--- src/hdl/sync_hunt_command_deframer_defines.svh ---
// Assertion macros for the serial command deframer.
// Depends on nothing; included by the files that carry assertions.
`ifndef SYNC_HUNT_COMMAND_DEFRAMER_DEFINES_SVH
`define SYNC_HUNT_COMMAND_DEFRAMER_DEFINES_SVH
`ifndef SYNTHESIS
`define SHCD_ASSERT_SAME(label, ante, cons, msg) \
	label: assert property (@(posedge clk) disable iff (!arst_n) (ante) |-> (cons)) \
		else $error(msg);
`define SHCD_ASSERT_NEXT(label, ante, cons, msg) \
	label: assert property (@(posedge clk) disable iff (!arst_n) (ante) |=> (cons)) \
		else $error(msg);
`else
`define SHCD_ASSERT_SAME(label, ante, cons, msg)
`define SHCD_ASSERT_NEXT(label, ante, cons, msg)
`endif
`endif

--- src/hdl/shcd_pkg.sv ---
// Package of the serial command deframer: pattern length, phase codes,
// result kinds and register indexes. Depends on nothing.
package shcd_pkg;

	localparam int SYNC_LEN = 4;
	localparam int MATCH_W = (SYNC_LEN > 1) ? $clog2(SYNC_LEN) : 1;

	localparam logic [2:0] PH_HUNT    = 3'd0;
	localparam logic [2:0] PH_CMD     = 3'd1;
	localparam logic [2:0] PH_ADDR_HI = 3'd2;
	localparam logic [2:0] PH_ADDR_LO = 3'd3;
	localparam logic [2:0] PH_LEN     = 3'd4;
	localparam logic [2:0] PH_PAYLOAD = 3'd5;

	localparam logic [1:0] EV_ADDR_SET    = 2'd0;
	localparam logic [1:0] EV_PAYLOAD     = 2'd1;
	localparam logic [1:0] EV_EMPTY_SEND  = 2'd2;
	localparam logic [1:0] EV_UNKNOWN_CMD = 2'd3;

	localparam logic [1:0] CFG_SYNC_PATTERN = 2'd0;
	localparam logic [1:0] CFG_INIT_CODE    = 2'd1;
	localparam logic [1:0] CFG_SEND_CODE    = 2'd2;

	localparam logic [7:0] BYTE_ALL_ONES = 8'hFF;

	typedef logic [7:0][7:0] pattern_t;

endpackage

--- src/hdl/sync_hunt_command_deframer.sv ---
// Top level of the serial command deframer: pattern hunt, command decode
// and payload streaming. Depends on shcd_pkg and the assertion macro header.
//
// Usage: one received byte enters on rx_byte per input transaction
// (in_valid high, in_stall low at a rising edge). The block hunts for the
// SYNC_LEN byte start pattern, reads a command byte and its address and
// length bytes, and reports results on the output channel (out_valid high,
// out_stall low). A set-address command, an empty send and an unknown
// command each give one result; a send streams one result per payload byte
// with is_last on the final one. Pattern bytes give no result; a command,
// address or length byte gives one only when it ends the command.
// A result is written into the output register at the edge that accepts
// the input transaction that causes it. One byte is taken per cycle while
// the receiver does not stall; the whole decode is a single state update
// between the input and the output register.
// When the receiver stalls with a result held, in_stall is raised until
// that result is taken, and no input is lost.
// Reset (arst_n low) returns the block to hunting with an empty output
// register and the register defaults: pattern zero, init code 0, send
// code 1. Registers are written through cfg_valid/cfg_ready, always ready.
`include "sync_hunt_command_deframer_defines.svh"

module sync_hunt_command_deframer import shcd_pkg::*; (
	input  logic        clk,
	input  logic        arst_n,
	input  logic        in_valid,
	output logic        in_stall,
	input  logic [7:0]  rx_byte,
	output logic        out_valid,
	input  logic        out_stall,
	output logic [1:0]  event_kind,
	output logic [15:0] node_address,
	output logic        is_broadcast,
	output logic [7:0]  payload_byte,
	output logic        is_last,
	input  logic        cfg_valid,
	output logic        cfg_ready,
	input  logic [1:0]  cfg_index,
	input  logic [63:0] cfg_data
);

	logic [63:0]        sync_pattern_q;
	logic [7:0]         init_code_q;
	logic [7:0]         send_code_q;
	logic [2:0]         phase_q;
	logic [MATCH_W-1:0] match_q;
	logic               cmd_send_q;
	logic [15:0]        addr_q;
	logic [7:0]         left_q;

	logic               out_valid_q;
	logic [1:0]         kind_q;
	logic [15:0]        out_addr_q;
	logic               bcast_q;
	logic [7:0]         pay_q;
	logic               last_q;

	logic               in_acc;
	pattern_t           pat_bytes;
	logic [MATCH_W-1:0] hunt_match;
	logic [7:0]         want;
	logic [7:0]         left_dec;

	logic [2:0]         phase_d;
	logic [MATCH_W-1:0] match_d;
	logic               cmd_send_d;
	logic [15:0]        addr_d;
	logic [7:0]         left_d;
	logic               res_valid;
	logic [1:0]         res_kind;
	logic [15:0]        res_addr;
	logic [7:0]         res_pay;
	logic               res_last;

	assign in_stall  = out_valid_q & out_stall;
	assign in_acc    = in_valid & ~in_stall;
	assign cfg_ready = 1'b1;

	assign pat_bytes  = sync_pattern_q;
	assign hunt_match = (phase_q == PH_HUNT) ? match_q : '0;
	assign want       = pat_bytes[3'(hunt_match)];
	assign left_dec   = left_q - 8'd1;

	always_comb begin
		phase_d    = phase_q;
		match_d    = match_q;
		cmd_send_d = cmd_send_q;
		addr_d     = addr_q;
		left_d     = left_q;
		res_valid  = 1'b0;
		res_kind   = EV_ADDR_SET;
		res_addr   = addr_q;
		res_pay    = 8'd0;
		res_last   = 1'b1;
		unique case (phase_q)
			PH_CMD: begin
				if (rx_byte == init_code_q) begin
					cmd_send_d = 1'b0;
					phase_d    = PH_ADDR_HI;
				end else if (rx_byte == send_code_q) begin
					cmd_send_d = 1'b1;
					phase_d    = PH_ADDR_HI;
				end else begin
					phase_d   = PH_HUNT;
					match_d   = '0;
					res_valid = 1'b1;
					res_kind  = EV_UNKNOWN_CMD;
					res_addr  = 16'd0;
				end
			end
			PH_ADDR_HI: begin
				addr_d  = {rx_byte, addr_q[7:0]};
				phase_d = PH_ADDR_LO;
			end
			PH_ADDR_LO: begin
				addr_d   = {addr_q[15:8], rx_byte};
				res_addr = {addr_q[15:8], rx_byte};
				if (!cmd_send_q) begin
					phase_d   = PH_HUNT;
					match_d   = '0;
					res_valid = 1'b1;
					res_kind  = EV_ADDR_SET;
				end else begin
					phase_d = PH_LEN;
				end
			end
			PH_LEN: begin
				left_d = rx_byte;
				if (rx_byte == 8'd0) begin
					phase_d   = PH_HUNT;
					match_d   = '0;
					res_valid = 1'b1;
					res_kind  = EV_EMPTY_SEND;
				end else begin
					phase_d = PH_PAYLOAD;
				end
			end
			PH_PAYLOAD: begin
				left_d    = left_dec;
				res_valid = 1'b1;
				res_kind  = EV_PAYLOAD;
				res_pay   = rx_byte;
				res_last  = (left_dec == 8'd0);
				if (left_dec == 8'd0) begin
					phase_d = PH_HUNT;
					match_d = '0;
				end
			end
			default: begin
				phase_d = PH_HUNT;
				if (rx_byte == want) begin
					if (hunt_match == MATCH_W'(SYNC_LEN - 1)) begin
						match_d = '0;
						phase_d = PH_CMD;
					end else begin
						match_d = hunt_match + MATCH_W'(1);
					end
				end else begin
					match_d = '0;
				end
			end
		endcase
	end

	always_ff @(posedge clk or negedge arst_n) begin
		if (!arst_n) begin
			sync_pattern_q <= 64'd0;
			init_code_q    <= 8'd0;
			send_code_q    <= 8'd1;
		end else if (cfg_valid) begin
			unique case (cfg_index)
				CFG_SYNC_PATTERN: sync_pattern_q <= cfg_data;
				CFG_INIT_CODE:    init_code_q    <= cfg_data[7:0];
				CFG_SEND_CODE:    send_code_q    <= cfg_data[7:0];
				default: ;
			endcase
		end
	end

	always_ff @(posedge clk or negedge arst_n) begin
		if (!arst_n) begin
			phase_q    <= PH_HUNT;
			match_q    <= '0;
			cmd_send_q <= 1'b0;
			addr_q     <= 16'd0;
			left_q     <= 8'd0;
		end else if (in_acc) begin
			phase_q    <= phase_d;
			match_q    <= match_d;
			cmd_send_q <= cmd_send_d;
			addr_q     <= addr_d;
			left_q     <= left_d;
		end
	end

	always_ff @(posedge clk or negedge arst_n) begin
		if (!arst_n) begin
			out_valid_q <= 1'b0;
		end else if (!out_valid_q || !out_stall) begin
			out_valid_q <= in_acc & res_valid;
		end
	end

	always_ff @(posedge clk) begin
		if (in_acc && res_valid) begin
			kind_q     <= res_kind;
			out_addr_q <= res_addr;
			bcast_q    <= (res_kind != EV_UNKNOWN_CMD) &&
			              (res_addr == {BYTE_ALL_ONES, BYTE_ALL_ONES});
			pay_q      <= res_pay;
			last_q     <= res_last;
		end
	end

	assign out_valid    = out_valid_q;
	assign event_kind   = kind_q;
	assign node_address = out_addr_q;
	assign is_broadcast = bcast_q;
	assign payload_byte = pay_q;
	assign is_last      = last_q;

	`SHCD_ASSERT_SAME(a_match_only_hunting, match_q != '0, phase_q == PH_HUNT, "match index set outside hunt")
	`SHCD_ASSERT_SAME(a_payload_count, phase_q == PH_PAYLOAD, left_q != 8'd0, "payload phase with zero count")
	`SHCD_ASSERT_NEXT(a_payload_result, in_acc && phase_q == PH_PAYLOAD, out_valid_q, "payload byte gave no result")

endmodule
--- config.mk ---
export PLATFORM = sky130hd
export DESIGN_NAME = sync_hunt_command_deframer
export DESIGN_NICKNAME = d
export VERILOG_FILES = /design/src/hdl/shcd_pkg.sv /design/src/hdl/sync_hunt_command_deframer.sv
export VERILOG_INCLUDE_DIRS = /design/src /design/src/hdl
export SDC_FILE = /design/constraint.sdc
export NUM_CORES = 1
export LEC_CHECK = 0
export ABC_AREA = 1
export BUFFER_PORTS_ARGS = -buffer_cell sky130_fd_sc_hd__buf_4
export CORE_MARGIN = 2
export CORE_UTILIZATION = 35
export CTS_BUF_LIST = sky130_fd_sc_hd__clkbuf_8
export CTS_CLUSTER_DIAMETER = 120
export DETAILED_ROUTE_END_ITERATION = 10
export RECOVER_POWER = 50
export SLEW_MARGIN = 20
export SYNTH_ARGS = -nofsm -noshare
export SYNTH_HDL_FRONTEND = slang
export SYNTH_SLANG_ARGS = --single-unit
--- constraint.sdc ---
create_clock -name clk -period 2.97 [get_ports clk]
set_clock_uncertainty 0.1 [all_clocks]
set_input_delay 0.297 -clock clk [delete_from_list [all_inputs] [get_ports clk]]
set_output_delay 0.297 -clock clk [all_outputs]
set_load 0.02 [all_outputs]
==> summary by stage <==
Status
The run finished, with violations left. The final reports fail on capacitance limit, slew limit.

Floorplan
For this configuration, the core starts out at a cell density of 0.360. The number of placement rows is 45. The die span in y is 130 um. The die covers between 15000 and 20000 um^2.

The total area inside the core boundary comes to 15300 um^2. The die is 130 um wide. Pin placement for this block handled between 100 and 150 I/O pins.

Flow run
The max capacitance violation total is 2.

Synth
The multiplexer share of the synthesized area is 0.0163. The adder-cell area share of the yosys netlist is 0.00907. The synthesized design contains 28 enable-type register cells.

The number of warnings reported in the yosys synthesis log is 0. Of the post-synthesis cell area, the dominant cell type holds 0.354. The parity-gate share of the synthesized area counting xor and xnor cells is 0.0191. The netlist uses 35 different library cells.

The synthesized net count is ~760. Ranked by total cell area, the synthesized netlist is headed by sky130_fd_sc_hd__dfrtp_1 (35%), sky130_fd_sc_hd__edfxtp_1 (15%), sky130_fd_sc_hd__nand2_1 (13%). The number of standard cells after synthesis is 680. In this run, synthesis produced a sequential element count of ~110. The proportion of register bits with asynchronous set or reset after synthesis is 0.738.

The sequential fraction of the synthesis area is 0.511. A synthesized cell averages roughly 8 um^2. The main combinational cell family by area after synthesis is simple AND/OR/NAND/NOR gates. The dominant synthesized flop cell is sky130_fd_sc_hd__dfrtp_1. The area fraction in compound gates after synthesis is 0.0901.

The dominant cell type by area after synthesis is sky130_fd_sc_hd__dfrtp_1. The share of synthesized cell area in and, or, nand and nor gates is 0.269. The cell area that synthesis handed to floorplanning was 5520 um^2.

Routing
The count of TritonRoute iterations in the first routing pass is 5. In the routed design, unresolved DRC markers number 0. The detailed-route wire length per cell is 13.9 um.

The final layout contains routed wiring with a total length of 13.3 mm. The number of vias after detailed routing is 4584. The number of nets with antenna violations after routing is 0. Using the TritonRoute via totals, the vias-per-cell ratio works out to approximately 4.8. The number of violations reported at the end of detailed-routing iteration 0 is 322.

Global route
For this run, global-route usage on met1 was measured as 0.243. Entering global routing, the biggest net connects 80 pins. The aggregate global routing overflow is 0. The met3 layer usage reported by global route is 0.0281. The global-route total usage across every layer is 0.168. The initial antenna violation count is 0. For this run, global-route usage on met2 was measured as 0.258. The number of global-route vias before repair is about 4200. met2 is the most crowded layer. The global-route wire length before repair is 21.8 mm.

Worst setup path
The arrival time of data at the critical path endpoint is about 2700 ps. Walking the worst path, the cells encountered are nor2_4 > nand3_4 > inv_2 > nand2_1 > nand3_1 > nand2_1 > nand2_1 > nand2_1 > nor2_1 > nand2_1 > nor2_2 > nand3_1 > nand2_1. The critical path capture point type is a register. The slowest library cell on the worst path is sky130_fd_sc_hd__dfrtp_1.

In this design, the stage delay of the slowest critical-path cell is roughly 480 ps. STA classifies the critical path startpoint as a register. In this design, the largest share of critical-path delay is due to simple AND/OR/NAND/NOR gates. The startpoint-to-endpoint class of the critical path is reg2reg. The cell seen most often among critical-path stages is sky130_fd_sc_hd__nand2_1. The data required time at the worst endpoint is roughly 3200 ps. Of all nets on the critical path, the largest fanout is 24.

The buffer and inverter count on the worst path is 1.

Clock tree
The worst-skew pair later-pin latency is 390 ps. The post-cts gate resize count is 0. Counting the buffers created by CTS gives 9. TritonCTS built the clock tree. The H-tree was split into 3 levels. The clock transition at the registers of the reported paths is ~110 ps. The number of sinks driven by the clock tree is 107. The clock passes through at most 2 buffers.

In this run the clock root is driven by a sky130_fd_sc_hd__clkbuf_8.

Layout
The growth of design area from synthesis to finish is 17.4%. Leaving out fill and tap cells, the most frequent cell in the layout is sky130_fd_sc_hd__nand2_1. The number of antenna diodes in the final layout is 0.

Of the cells placed in the final design, the portion with a size suffix greater than 1 is 0.165. The top cell types in the final layout, fill and taps aside, are sky130_fd_sc_hd__nand2_1 (196), sky130_fd_sc_hd__buf_4 (80), sky130_fd_sc_hd__dfrtp_1 (78). After the last flow step, the layout net total stands at 830. The total of fill cells in the finished design is 1636. With fillers left out, the area of the finished cells amounts to 6470 um^2.

Power and ir drop
IR analysis of the VDD net gives a maximum drop of 0.270 mV. The total power per unit cell area is 516 nW/um^2. The static leakage power is 0.00316 uW.

STA
The sum of negative setup slack is 0 ps. The final count of hold timing violations is 0. Dividing the final minimum period by the clock period gives 0.821. The setup violation total in the final timing report is 0. The count of pins over their slew limit was between 100 and 150. The time the final worst path needs with I/O delays and setup is 2440 ps.

Measured against its own limit, the worst slew margin works out to -0.443. Setup repair after global routing left no endpoint under its margin. For the pin with the worst max-slew slack, the measured transition is 2160 ps. The highest attainable clock frequency is 410 MHz.

Place
The total of buffers placed on input and output ports is 76. Detailed placement finished with a half-perimeter wire length of between 9 and 10 mm. Routability-driven placement finished with a final weighted congestion of roughly 0.83. The placed cell area is 6250 um^2.

Min path
The path category of the worst min-delay check is in2reg.
-- power by group --
| group | switching [uW] | total, uW | internal (uW) |
|---|---|---|---|
| Combinational | 350 | 584 | 234 |
| Clock | 530 | 1010 | 481 |
| Sequential | 88.1 | 1750 | 1660 |
-- synthesized netlist by cell type (2+ instances only) --
cell type	n
sky130_fd_sc_hd__buf_6	4
sky130_fd_sc_hd__nand3_1	58
sky130_fd_sc_hd__buf_2	10
sky130_fd_sc_hd__o21ai_0	55
sky130_fd_sc_hd__dfrtp_1	78
sky130_fd_sc_hd__nand3_2	3
sky130_fd_sc_hd__xnor2_1	10
sky130_fd_sc_hd__clkbuf_1	10
sky130_fd_sc_hd__nand2_1	196
sky130_fd_sc_hd__nand4_1	17
sky130_fd_sc_hd__edfxtp_1	28
sky130_fd_sc_hd__nor2_1	60
sky130_fd_sc_hd__ha_1	4
sky130_fd_sc_hd__o22ai_1	4
sky130_fd_sc_hd__mux2_2	8
sky130_fd_sc_hd__nor2_4	3
sky130_fd_sc_hd__o211ai_1	5
sky130_fd_sc_hd__buf_4	4
sky130_fd_sc_hd__nor3_1	5
sky130_fd_sc_hd__a21oi_1	23
sky130_fd_sc_hd__xor2_1	2
sky130_fd_sc_hd__inv_2	5
sky130_fd_sc_hd__inv_1	73
sky130_fd_sc_hd__nor2_2	2
sky130_fd_sc_hd__o21ai_1	3
-- logic make-up (layout without fill, tap and decap cells) --
family	Yosys count	count (layout)
simple gates	346	346
other cells	1	1
mux	8	8
compound gates	94	94
buf+inv	108	180
flops	107	107
xor+xnor	12	12
fa+ha+maj	4	4
-- path summary, 6_finish.rpt --
kind                       slack, ps          from  depth (start not counted)        endpoint
max                              530    phase_q[2]                         13      match_q[1]
min                               40  cfg_data[11]                          2   pat_bytes[11]
max reg2reg                      530    phase_q[2]                         13      match_q[1]
min reg2reg                      400  pat_bytes[4]                          2    pat_bytes[4]
max in group asynchronous        680        arst_n                          2       left_q[2]
min in group asynchronous        900        arst_n                          2  send_code_q[4]
-- metal layers --
metal  vias up  share of wire
met4         0          0.015
met5         -              0
li1       2341              -
met2       115           0.43
met3        13          0.050
met1      2115           0.50
-- flip-flops by register name (all words and copies together) (netlist names), 2 cells and up --
| register | cells |
|---|---|
| match_q | 2 |
| pat_bytes | 32 |
| left_q | 8 |
| payload_byte | 8 |
| addr_q | 16 |
| send_code_q | 8 |
| node_address | 16 |
| phase_q | 3 |
| event_kind | 2 |
| init_code_q | 8 |
-- layout make-up --
cell class	instances	area, um^2	share of cell area
Timing Repair Buffer	85	634	0.0980
Inverter	79	299	0.0462
Multi-Input combinational cell	465	2240	0.345
Tap cell	211	264	0.0408
Clock buffer	9	124	0.0191
Sequential cell	107	2820	0.435
Clock inverter	7	98.8	0.0153
-- metrics by stage --
step | worst slack, ps | std cells | utilization | hold WS, ps | power, uW
4_1_cts | 525 | 962 | 0.423 | 15.2 | 3380
6_report | 532 | 963 | 0.423 | 37.0 | 3340
3_5_place_dp | 552 | 946 | 0.408 | 375 | 2370
3_3_place_gp | 574 | 946 | 0.408 | 367 | 2350
5_1_grt | 236 | 963 | 0.423 | 27.3 | 3540
2_1_floorplan | 593 | 680 | - | -98.6 | 2150
-- repair_timing --
action,4_1_cts,5_1_grt
endpoints found under the hold margin,0,78
hold buffers,0,1
setup buffers,0,0
(Power assumes the default switching activity.)
